==> src/rtl/core/fbbt_div_cell.sv <==
// One restoring division step: shift, trial subtract, one quotient bit.
module fbbt_div_cell #(
	parameter int DW = 8,
	parameter int NW = 8,
	parameter int SW = 1
) (
	input  logic               clk,
	input  logic               arst_n,
	input  logic               adv,
	input  logic               in_valid,
	input  logic [DW+NW-1:0]   in_word,
	input  logic [SW-1:0]      in_side,
	input  logic [DW-1:0]      divisor,
	output logic               out_valid,
	output logic [DW+NW-1:0]   out_word,
	output logic [SW-1:0]      out_side
);

	logic [DW+NW:0]   sh;
	logic [DW:0]      diff;
	logic [DW+NW-1:0] nxt;

	// partial remainder lives in the top DW bits, quotient fills from the bottom
	always_comb begin
		sh   = {in_word, 1'b0};
		diff = sh[DW+NW:NW] - {1'b0, divisor};
		if (!diff[DW]) begin
			nxt = {diff[DW-1:0], sh[NW-1:1], 1'b1};
		end else begin
			nxt = sh[DW+NW-1:0];
		end
	end

	always_ff @(posedge clk or negedge arst_n) begin
		if (!arst_n) begin
			out_valid <= 1'b0;
		end else if (adv) begin
			out_valid <= in_valid;
		end
	end

	always_ff @(posedge clk) begin
		if (adv) begin
			out_word <= nxt;
			out_side <= in_side;
		end
	end

endmodule

==> src/rtl/core/fbbt_div_chain.sv <==
// Row of NW division cells, one quotient bit per cell per cycle while adv is high.
module fbbt_div_chain #(
	parameter int DW = 8,
	parameter int NW = 8,
	parameter int SW = 1
) (
	input  logic               clk,
	input  logic               arst_n,
	input  logic               adv,
	input  logic               in_valid,
	input  logic [DW+NW-1:0]   in_word,
	input  logic [SW-1:0]      in_side,
	input  logic [DW-1:0]      divisor,
	output logic               out_valid,
	output logic [DW+NW-1:0]   out_word,
	output logic [SW-1:0]      out_side
);

	logic               v_q [NW+1];
	logic [DW+NW-1:0]   w_q [NW+1];
	logic [SW-1:0]      s_q [NW+1];

	assign v_q[0] = in_valid;
	assign w_q[0] = in_word;
	assign s_q[0] = in_side;

	for (genvar i = 0; i < NW; i++) begin : g_cell
		fbbt_div_cell #(.DW(DW), .NW(NW), .SW(SW)) u_cell (
			.clk      (clk),
			.arst_n   (arst_n),
			.adv      (adv),
			.in_valid (v_q[i]),
			.in_word  (w_q[i]),
			.in_side  (s_q[i]),
			.divisor  (divisor),
			.out_valid(v_q[i+1]),
			.out_word (w_q[i+1]),
			.out_side (s_q[i+1])
		);
	end

	assign out_valid = v_q[NW];
	assign out_word  = w_q[NW];
	assign out_side  = s_q[NW];

endmodule

==> config.mk <==
export PLATFORM = sky130hd
export DESIGN_NAME = fbbt_div_chain
export DESIGN_NICKNAME = d
export VERILOG_FILES = /design/src/rtl/core/fbbt_div_cell.sv /design/src/rtl/core/fbbt_div_chain.sv
export SDC_FILE = /design/constraint.sdc
export NUM_CORES = 1
export LEC_CHECK = 0
export ABC_AREA = 1
export BUFFER_PORTS_ARGS = -buffer_cell sky130_fd_sc_hd__buf_4
export CAP_MARGIN = 20
export CORE_ASPECT_RATIO = 1.75
export CORE_MARGIN = 1
export CORE_UTILIZATION = 30
export CTS_BUF_LIST = sky130_fd_sc_hd__clkbuf_4
export DETAILED_ROUTE_END_ITERATION = 12
export PLACE_DENSITY = 0.56
export SYNTH_ARGS = -nofsm -noshare
export SYNTH_HDL_FRONTEND = slang
export SYNTH_HIERARCHICAL = 1
export SYNTH_SLANG_ARGS = --single-unit
export TNS_END_PERCENT = 10
==> constraint.sdc <==
create_clock -name clk -period 2.35 [get_ports clk]
set_clock_uncertainty 0.15 [all_clocks]
set_input_delay 0.1175 -clock clk [delete_from_list [all_inputs] [get_ports clk]]
set_output_delay 0.1175 -clock clk [all_outputs]
set_load 0.01 [all_outputs]
Yosys cells after proc, flatten, opt, wreduce, memory -nomap -nowiden

Cells that the tools add are included.

Register bits: 144
Bits of input ports: 29
Output and inout port bits: 18
Word-level logic and storage cells: 40

Add/sub/neg operators: 8
Multiplexer cells: 8

Operators by type and width:

| cell        | number |
|---|---|
| $mux 16     | 8 |
| $sub 9x8->9 | 8 |

Longest topological paths before layout

Gate-level depths: netlist of run 1.

Depth after elaboration: 2
Mapped depth: 12
Depth with buffers taken out: 12

Modules after synthesis

Netlist of run 1, hierarchy kept.

By module, submodules not included:

| module                                | instances | cells each | area each (sq um) | sequential area each (sq um) |
|---|---|---|---|---|
| fbbt_div_cell at g_cell[3].u_cell ... | 4         | 124        | 1142.3            | 535.5 |
| fbbt_div_cell at g_cell[0].u_cell ... | 3         | 124        | 1137.3            | 535.5 |
| fbbt_div_cell at g_cell[7].u_cell     | 1         | 128        | 1197.4            | 535.5 |

Worst setup path after synthesis of run 1

OpenSTA, ideal clock, no wires.

Path type: register to register
Start point: reg g_cell[6].u_cell.out_word[7]
End point: reg g_cell[7].u_cell.out_word[15] (data pin)
Setup time: 252 ps
Arrival time: 1635 ps
Required time: 1948 ps
Slack: 313 ps
Stages on the path, launching flop included: 13
Buffers on the path: 0
Clock period less this slack: 2037 ps
Cells stage by stage: edfxtp_1 > inv_1 > ha_1 > inv_1 > fa_1 > nand2_2 > nand2_4 > nand3_4 > nand2_2 > nand2_4 > nand2_8 > nand2_2 > nand2_2

Word-level cells in the longest chain between the ends: 2

RTL lines:

| element                      | RTL line            | RTL |
|---|---|---|
| start, declared              | fbbt_div_cell.sv:15 | `output logic [DW+NW-1:0] out_word,` |
| start signal, assigned       | fbbt_div_cell.sv:44 | `out_word <= nxt;` |
| $sub 9x8->9                  | fbbt_div_cell.sv:26 | `diff = sh[DW+NW:NW] - {1'b0, divisor};` |
| $mux 16                      | fbbt_div_cell.sv:27 | `if (!diff[DW]) begin` |
| via g_cell[7].u_cell.nxt[15] | fbbt_div_cell.sv:21 | `logic [DW+NW-1:0] nxt;` |
| end signal, assigned         | fbbt_div_cell.sv:44 |  |
| end, declared                | fbbt_div_cell.sv:15 |  |

The timed path passes the listed nets, and every way through them passes these cells.
A chain may end at the register's enable or synchronous reset.

Worst setup path after layout of run 1

Start point: in in_word[13]
End point: reg g_cell[0].u_cell.out_word[13] (data pin)

Word-level cells in the longest chain between the ends: 2

RTL lines:

| element                      | RTL line             | RTL |
|---|---|---|
| start, declared              | fbbt_div_chain.sv:11 | `input logic [DW+NW-1:0] in_word,` |
| $sub 9x8->9                  | fbbt_div_cell.sv:26  |  |
| $mux 16                      | fbbt_div_cell.sv:27  |  |
| via g_cell[0].u_cell.nxt[13] | fbbt_div_cell.sv:21  |  |
| end signal, assigned         | fbbt_div_cell.sv:44  |  |
| end, declared                | fbbt_div_cell.sv:15  |  |

The timed path passes the listed nets, and every way through them passes these cells.

==> results of run 1 <==
[state kept, by name, summed over array words and instances, names as in the netlist]
register	flops
g_cell.u_cell/out_valid	8
g_cell.u_cell/out_word	128
g_cell.u_cell/out_side	8
[timing repair]
action	in CTS	in global routing
buffers inserted	0	4
hold buffers	39	0
hold endpoints to repair	177	0
resized for setup	0	3
setup endpoints to repair	0	22
[cell usage in the layout, fill, tap and decap left out, types with 2 or more instances in the layout]
cell type | netlist | final
sky130_fd_sc_hd__inv_1 | 183 | 183
sky130_fd_sc_hd__nand2_2 | 42 | 43
sky130_fd_sc_hd__buf_4 | 0 | 52
sky130_fd_sc_hd__a21oi_1 | 9 | 9
sky130_fd_sc_hd__a21oi_4 | 8 | 8
sky130_fd_sc_hd__fa_1 | 8 | 7
sky130_fd_sc_hd__nand2_8 | 8 | 8
sky130_fd_sc_hd__nand3b_1 | 8 | 8
sky130_fd_sc_hd__edfxtp_1 | 136 | 136
sky130_fd_sc_hd__nand3_1 | 103 | 103
sky130_fd_sc_hd__or2_2 | 7 | 7
sky130_fd_sc_hd__nor2_1 | 24 | 24
sky130_fd_sc_hd__clkinv_1 | 1 | 2
sky130_fd_sc_hd__nand2_4 | 9 | 9
sky130_fd_sc_hd__clkbuf_4 | 0 | 19
sky130_fd_sc_hd__xor2_1 | 9 | 9
sky130_fd_sc_hd__clkinvlp_4 | 0 | 3
sky130_fd_sc_hd__nand3_2 | 7 | 7
sky130_fd_sc_hd__or2_4 | 8 | 8
sky130_fd_sc_hd__dlygate4sd3_1 | 0 | 39
sky130_fd_sc_hd__clkinv_4 | 0 | 2
sky130_fd_sc_hd__inv_6 | 0 | 2
sky130_fd_sc_hd__mux2_2 | 7 | 7
sky130_fd_sc_hd__diode_2 | 0 | 4
sky130_fd_sc_hd__bufinv_16 | 0 | 4
sky130_fd_sc_hd__xnor2_1 | 15 | 15
sky130_fd_sc_hd__dfrtp_1 | 8 | 8
sky130_fd_sc_hd__ha_1 | 64 | 63
sky130_fd_sc_hd__nand3_4 | 9 | 9
sky130_fd_sc_hd__nor2_2 | 7 | 7
sky130_fd_sc_hd__nand2_1 | 312 | 311
sky130_fd_sc_hd__buf_12 | 0 | 2
[cells in the mapped netlist (all sizes together)]
master / count
or2: 15
nand3b: 8
nand4: 1
nand2: 371
clkinv: 1
a21oi: 17
inv: 184
xnor2: 15
mux2: 8
dfrtp: 8
nor2: 32
ha: 64
xor2: 9
fa: 8
nand3: 119
edfxtp: 136
[power by group through the flow]
stage	logic, mW	clock network [mW]	registers (mW)
3_5_place_dp	5.28	0	4.26
3_3_place_gp	5.21	0	4.25
2_1_floorplan	4.08	0	4.08
5_1_grt	6.07	1.99	4.24
4_1_cts	5.37	1.90	4.20
6_report	5.32	1.81	4.18
[cells by family (layout without fill, tap and decap cells)]
group           Yosys count  in the layout  share of synthesized area
compound gates           17             17                     0.0191
xor+xnor                 24             24                     0.0229
fa+ha+maj                72             72                      0.105
buf+inv                 185            311                     0.0757
flops                   144            144                      0.467
mux                       8              8                    0.00982
other cells               0              4                          0
simple gates            546            546                      0.301
[worst max-delay path: stages]
cell	delay, ns
sky130_fd_sc_hd__dlygate4sd3_1	0.54
sky130_fd_sc_hd__buf_4	0.14
sky130_fd_sc_hd__ha_1	0.37
sky130_fd_sc_hd__nand2_2	0.12
sky130_fd_sc_hd__inv_1	0.07
sky130_fd_sc_hd__a21oi_4	0.25
sky130_fd_sc_hd__nand3_4	0.20
sky130_fd_sc_hd__nand3_1	0.13
sky130_fd_sc_hd__dlygate4sd3_1	0.56
sky130_fd_sc_hd__nand2_1	0.05
[routing by layer]
layer | GRT usage | vias to the layer above | share of wire
met5 | 0 | - | 0
met4 | 0.0913 | 0 | 0.060
met3 | 0.0321 | 46 | 0.024
met2 | 0.270 | 100 | 0.57
met1 | 0.121 | 3130 | 0.35
li1 | - | 3427 | -
[final timing paths]
path	from	endpoint	slack, ns	cells past startpoint
setup / recovery	in_word[13]	g_cell[0].u_cell/out_word[13]	0.008	10
hold / removal	divisor[0]	g_cell[5].u_cell/out_word[8]	0.05	5
setup reg to reg	g_cell[4].u_cell/out_word[7]	g_cell[5].u_cell/out_word[15]	0.15	12
hold reg to reg	g_cell[2].u_cell/out_word[4]	g_cell[3].u_cell/out_word[5]	0.27	0
max in group asynchronous	arst_n	g_cell[0].u_cell/out_valid	1.48	3
min in group asynchronous	arst_n	g_cell[5].u_cell/out_valid	0.32	3
[through the flow]
stage / utilization / total power, mW / cells / hold slack, ns / cell area, um2
floorplan: - / 8.15 / 996 / -0.328 / 9180
global placement: 0.335 / 9.46 / 1434 / -0.210 / 10100
finish: 0.361 / 11.3 / 1513 / 0.0460 / 10900
detailed placement: 0.335 / 9.54 / 1434 / -0.212 / 10100
global route: 0.361 / 12.3 / 1513 / 0.0293 / 10900
CTS: 0.359 / 11.5 / 1505 / 0.00270 / 10800
[cell type report]
class	instances	area share
sequential	144	0.395
tap	387	0.0446
clock inverter	13	0.0172
clock buffer	19	0.0131
multi-input combinational	667	0.389
antenna	4	0.000922
inverter	185	0.0640
timing repair buffer	94	0.0767
==> qor.json, run 1 <==
{
  "placement": {
    "gpl.final_weighted_congestion": 0.840,
    "post-dp-hpwl_um": 15500,
    "buffer_ports.inserted": 46,
    "place_worst_setup_slack_ns": 0.115
  },
  "yosys": {
    "ys_types": 27,
    "syn_area_um2": 9180,
    "cell_count_after_synthesis": 996,
    "ys_warn_count": 6,
    "count_of_state_elements_after_synthesis": 144,
    "seq_area_frac_synth": 0.467,
    "synth_top_cell_area_share": 0.445,
    "cell_taking_the_most_area_after_synthesis": "sky130_fd_sc_hd__edfxtp_1",
    "netlist_top_cells_area": "sky130_fd_sc_hd__edfxtp_1, sky130_fd_sc_hd__nand2_1, sky130_fd_sc_hd__ha_1, sky130_fd_sc_hd__inv_1, sky130_fd_sc_hd__nand3_1",
    "post_synth.cell_area_avg_um2": 9.22,
    "synth.net_count": 1097
  },
  "setup_path": {
    "timing.critical_path.to_type": "flip-flop",
    "timing.critical_path.fanout_max": 9,
    "worstSetupStartpointType": "input port",
    "timing.setup.critical_path_class": "in2reg",
    "worst-endpoint-arrival_ns": 2.56,
    "cp.required_ns": 2.57
  },
  "timing": {
    "final-max-slew-violation-count": 0,
    "report.final.hold_viol_count": 0,
    "setup_viol": 0,
    "worst_slack_ns": 0.00773,
    "final_min_period_over_clock_period": 0.997,
    "final_period_minus_worst_setup_slack_ns": 2.34,
    "tns_ns": 0,
    "fmax_mhz": 427,
    "maxSlewHeadroom": 0.753,
    "measured_slew_at_the_worst_slew_check_pin_ns": 0.370
  },
  "global_routing": {
    "grt-ovfl-total": 0,
    "first_global_vias": 6677,
    "initial_antenna_violation_count": 1,
    "grt_first_pass_wirelength_um": 32100,
    "track_usage": 0.137,
    "maximum_number_of_pins_on_one_net_before_global_route_repair": 52
  },
  "layout": {
    "layout.nets": 1210,
    "final_layout_size_suffix_gt1_frac": 0.181,
    "filler_cell_count": 3167,
    "flow.area_growth_from_synthesis_pct": 18.2,
    "multi_input_gate_area_um2": 4220,
    "final-seq-area_um2": 4280
  },
  "route": {
    "detail_route.wirelength_um": 20100,
    "wl_per_cell_um": 13.3,
    "remaining_drc_errors": 0,
    "total_vias_in_the_final_route": 6703,
    "via_per_inst": 4.43,
    "detail_route.first_pass.iterations": 4,
    "drt_iter0_drc": 256,
    "antenna_left": 0
  },
  "die": {
    "chipWidth_um": 134,
    "floorplan.core_area_um2": 30100,
    "fp.dieH_um": 233,
    "design.portCount": 47,
    "design.die.area_um2": 31300,
    "starting_density_of_the_core": 0.305,
    "placement_rows": 84
  },
  "power": {
    "pwr_density_cell_nw_per_um2": 1040,
    "power_frac_comb": 0.470,
    "seq_power_share": 0.369,
    "leakagePower_nw": 5.26,
    "intPower_mw": 6.73,
    "clk_network_pwr_share": 0.160,
    "netSwitchingPower_mw": 4.59,
    "power.ir.vdd_worst_uv": 331,
    "power.switching_fraction": 0.406
  },
  "status": {
    "run_status": "complete, no violations"
  },
  "hold_path": {
    "hold_class": "in2reg"
  },
  "clocking": {
    "cts_inserted_buffers": 17,
    "cts_sinks": 144,
    "clk_latency_ns": 0.61,
    "cts_root_buffer": "sky130_fd_sc_hd__clkbuf_4",
    "clock_path_buffers": 2,
    "clock_tree_from_tritoncts": "yes",
    "htreeDepth": 4,
    "clk_transition_reported_paths_ns": 0.12
  },
  "run": {
    "max_cap_viol_count": 0
  }
}
Power figures use the tool's default switching activity.
==> run 2: changes to the inputs <==
- CORE_UTILIZATION: 30 -> 50
- PLACE_DENSITY: 0.56 -> 0.78
==> qor.json, run 2 (synthesized netlist as in run 1, its figures left out) <==
{
  "setup_path": {
    "worst-endpoint-arrival": {"value": 2.49, "unit": "ns", "change": "was 2.56 ns"},
    "cp_slowest_stage_delay": {"value": 0.55, "unit": "ns", "change": "was 0.56 ns"},
    "worstSetupStartpointType": {"value": "input port", "change": "unchanged"},
    "timing.critical_path.cells": {"value": "dlygate4sd3_1 > buf_4 > ha_1 > nand2_1 > nand2_2 > nand3_4 > nand2_2 > nand2_4 > buf_4 > nand3_1 > dlygate4sd3_1 > nand2_1", "change": "was dlygate4sd3_1 > buf_4 > ha_1 > nand2_2 > inv_1 > a21oi_4 > nand3_4 > nand3_1 > dlygate4sd3_1 > nand2_1"},
    "timing.critical_path.fanout_max": {"value": 5, "change": "was 9"},
    "dominant_delay_contributor_by_cell_family_on_the_critical_path": {"value": "buffers and inverters", "change": "unchanged"},
    "timing.critical_path.to_type": {"value": "flip-flop", "change": "unchanged"},
    "critical_path.slowest_cell": {"value": "sky130_fd_sc_hd__dlygate4sd3_1", "change": "unchanged"},
    "critical_path.n_buffers_inverters": {"value": 4, "change": "unchanged"},
    "timing.setup.critical_path_class": {"value": "in2reg", "change": "unchanged"},
    "cp.required": {"value": 2.52, "unit": "ns", "change": "was 2.57 ns"}
  },
  "power": {
    "leakagePower": {"value": 5.22, "unit": "nW", "change": "was 5.26 nW"},
    "power.ir.vdd_worst": {"value": 469, "unit": "uV", "change": "was 331 uV"},
    "netSwitchingPower": {"value": 4.71, "unit": "mW", "change": "was 4.59 mW"},
    "pwr_density_cell": {"value": 1050, "unit": "nW/um2", "change": "was 1040 nW/um2"},
    "seq_power_share": {"value": 0.365, "change": "was 0.369"},
    "power.switching_fraction": {"value": 0.422, "change": "was 0.406"},
    "clk_network_pwr_share": {"value": 0.143, "change": "was 0.160"},
    "power_frac_comb": {"value": 0.492, "change": "was 0.470"},
    "power": {"value": 11.2, "unit": "mW", "change": "was 11.3 mW"},
    "intPower": {"value": 6.46, "unit": "mW", "change": "was 6.73 mW"}
  },
  "layout": {
    "registers.top_by_ff_count": {"value": "g_cell.u_cell/out_word", "change": "unchanged"},
    "flow.area_growth_from_synthesis": {"value": 15.6, "unit": "%", "change": "was 18.2%"},
    "layout.cells.non_filler": {"value": 1352, "change": "was 1513"},
    "final_layout_size_suffix_gt1_frac": {"value": 0.192, "change": "was 0.181"},
    "final_common_cell": {"value": "sky130_fd_sc_hd__nand2_1", "change": "unchanged"},
    "layout_common_cells": {"value": "sky130_fd_sc_hd__nand2_1, sky130_fd_sc_hd__inv_1, sky130_fd_sc_hd__edfxtp_1", "change": "unchanged"},
    "largest_register_ffs": {"value": 128, "change": "unchanged"},
    "layout.cell_area.non_filler": {"value": 10600, "unit": "um2", "change": "was 10900 um2"},
    "final-seq-area": {"value": 4280, "unit": "um2", "change": "unchanged"},
    "multi_input_gate_area": {"value": 4290, "unit": "um2", "change": "was 4220 um2"},
    "top_regs": {"value": "g_cell.u_cell/out_word x128, g_cell.u_cell/out_side x8, g_cell.u_cell/out_valid x8", "change": "unchanged"},
    "layout.nets": {"value": 1205, "change": "was 1210"},
    "postLayoutCoreUtil": {"value": 0.590, "change": "was 0.361"},
    "filler_cell_count": {"value": 1479, "change": "was 3167"}
  },
  "placement": {
    "place_worst_setup_slack": {"value": 0.0917, "unit": "ns", "change": "was 0.115 ns"},
    "gpl.final_weighted_congestion": {"value": 0.921, "change": "was 0.840"},
    "post-dp-hpwl": {"value": 14000, "unit": "um", "change": "was 15500 um"},
    "placed_standard_cell_area": {"value": 9920, "unit": "um2", "change": "was 10100 um2"},
    "buffer_ports.inserted": {"value": 46, "change": "unchanged"},
    "dpl.cell_count": {"value": 1288, "change": "was 1434"}
  },
  "route": {
    "wl_per_cell": {"value": 13.7, "unit": "um", "change": "was 13.3 um"},
    "total_vias_in_the_final_route": {"value": 6924, "change": "was 6703"},
    "via_per_inst": {"value": 5.12, "change": "was 4.43"},
    "antenna_left": {"value": 0, "change": "unchanged"},
    "detail_route.wirelength": {"value": 18600, "unit": "um", "change": "was 20100 um"},
    "detail_route.first_pass.iterations": {"value": 5, "change": "was 4"},
    "remaining_drc_errors": {"value": 0, "change": "unchanged"},
    "drt_iter0_drc": {"value": 224, "change": "was 256"}
  },
  "timing": {
    "rsz0062_at_grt": "yes",
    "measured_slew_at_the_worst_slew_check_pin": {"value": 0.435, "unit": "ns", "change": "was 0.370 ns"},
    "fmax": {"value": 432, "unit": "MHz", "change": "was 427 MHz"},
    "final_min_period_over_clock_period": {"value": 0.985, "change": "was 0.997"},
    "final_period_minus_worst_setup_slack": {"value": 2.31, "unit": "ns", "change": "was 2.34 ns"},
    "final-max-slew-violation-count": {"value": 0, "change": "unchanged"},
    "report.final.hold_viol_count": {"value": 0, "change": "unchanged"},
    "worst_slack": {"value": 0.0358, "unit": "ns", "change": "was 0.00773 ns"},
    "maxSlewHeadroom": {"value": 0.710, "change": "was 0.753"},
    "setup_viol": {"value": 0, "change": "unchanged"},
    "worst_hold_slack": {"value": 0.0476, "unit": "ns", "change": "was 0.0460 ns"},
    "tns": {"value": 0, "unit": "ns", "change": "unchanged"}
  },
  "clocking": {
    "clock_tree_from_tritoncts": {"value": "yes", "change": "unchanged"},
    "cts_inserted_buffers": {"value": 17, "change": "unchanged"},
    "clock_path_buffers": {"value": 2, "change": "unchanged"},
    "cts_sinks": {"value": 144, "change": "unchanged"},
    "clk_latency": {"value": 0.54, "unit": "ns", "change": "was 0.61 ns"},
    "clk_transition_reported_paths": {"value": 0.15, "unit": "ns", "change": "was 0.12 ns"},
    "cts_root_buffer": {"value": "sky130_fd_sc_hd__clkbuf_4", "change": "unchanged"},
    "htreeDepth": {"value": 4, "change": "unchanged"}
  },
  "hold_path": {
    "hold_class": {"value": "in2reg", "change": "unchanged"}
  },
  "global_routing": {
    "initial_antenna_violation_count": {"value": 1, "change": "unchanged"},
    "first_global_vias": {"value": 6863, "change": "was 6677"},
    "track_usage": {"value": 0.200, "change": "was 0.137"},
    "grt_first_pass_wirelength": {"value": 29600, "unit": "um", "change": "was 32100 um"},
    "grt-ovfl-total": {"value": 0, "change": "unchanged"},
    "maximum_number_of_pins_on_one_net_before_global_route_repair": {"value": 72, "change": "was 52"}
  },
  "die": {
    "chipWidth": {"value": 104, "unit": "um", "change": "was 134 um"},
    "design.portCount": {"value": 47, "change": "unchanged"},
    "starting_density_of_the_core": {"value": 0.511, "change": "was 0.305"},
    "floorplan.core_area": {"value": 18000, "unit": "um2", "change": "was 30100 um2"},
    "design.die.area": {"value": 18900, "unit": "um2", "change": "was 31300 um2"},
    "placement_rows": {"value": 65, "change": "was 84"},
    "fp.dieH": {"value": 181, "unit": "um", "change": "was 233 um"}
  },
  "status": {
    "run_status": {"value": "complete, no violations", "change": "unchanged"}
  },
  "run": {
    "max_cap_viol_count": {"value": 0, "change": "unchanged"}
  }
}
## run 2: cell count changes in the layout (fill, tap and decap cells not counted), sizes merged
cell         change
dlygate4sd3      -9
inv              +6
buf              +4
bufinv           -3
diode            -3
clkbuf           -1
clkinv           -1
clkinvlp         -1
## run 2: layout make-up
class	instances	share of cell area
multi-input combinational	667	0.405
clock buffer	18	0.0127
clock inverter	14	0.0138
inverter	185	0.0655
tap	234	0.0276
antenna	1	0.000236
sequential	144	0.404
timing repair buffer	89	0.0716
## run 2: worst paths after layout
kind / start / endpoint / slack (ns) / cells past startpoint
max: in_word[9] / g_cell[0].u_cell/out_word[11] / 0.04 / 12
min: divisor[1] / g_cell[7].u_cell/out_word[9] / 0.05 / 5
max reg2reg: g_cell[6].u_cell/out_word[7] / g_cell[7].u_cell/out_word[14] / 0.09 / 12
min reg2reg: g_cell[3].u_cell/out_word[6] / g_cell[4].u_cell/out_word[7] / 0.27 / 0
max in group asynchronous: arst_n / g_cell[0].u_cell/out_valid / 1.38 / 3
min in group asynchronous: arst_n / g_cell[2].u_cell/out_valid / 0.40 / 3
## run 2: power by group through the flow
stage / Clock [mW] / Sequential (mW) / Combinational [mW]
finish: 1.60 / 4.08 / 5.49
detailed placement: 0 / 4.13 / 5.38
global route: 1.76 / 4.13 / 6.08
floorplan: 0 / 4.08 / 4.08
CTS: 1.65 / 4.07 / 5.45
global placement: 0 / 4.10 / 5.22
## run 2: worst reg2reg max path, cell delays in order (launching register included)
cell and delay, ns:
sky130_fd_sc_hd__edfxtp_1 0.40, sky130_fd_sc_hd__inv_1 0.07, sky130_fd_sc_hd__ha_1 0.14, sky130_fd_sc_hd__inv_1 0.09, sky130_fd_sc_hd__fa_1 0.43, sky130_fd_sc_hd__nand2_2 0.10
sky130_fd_sc_hd__nand2_4 0.07, sky130_fd_sc_hd__nand3_4 0.10, sky130_fd_sc_hd__nand2_2 0.07, sky130_fd_sc_hd__nand2_4 0.15, sky130_fd_sc_hd__nand2_8 0.12, sky130_fd_sc_hd__nand2_2 0.08
sky130_fd_sc_hd__nand2_1 0.06
## run 2: what timing repair did
action / 4_1_cts / 5_1_grt
endpoints found under the hold margin: 66 / 0
hold buffers: 30 / 0
gates resized for setup: 0 / 16
endpoints found under the setup margin: 0 / 31
setup buffers: 0 / 1
## run 2: metal layers
metal / share of wire / GRT usage / vias up
met5: 0 / 0 / -
met4: 0.057 / 0.145 / 0
met3: 0.028 / 0.0346 / 82
met2: 0.58 / 0.416 / 207
met1: 0.33 / 0.158 / 3224
li1: - / - / 3411
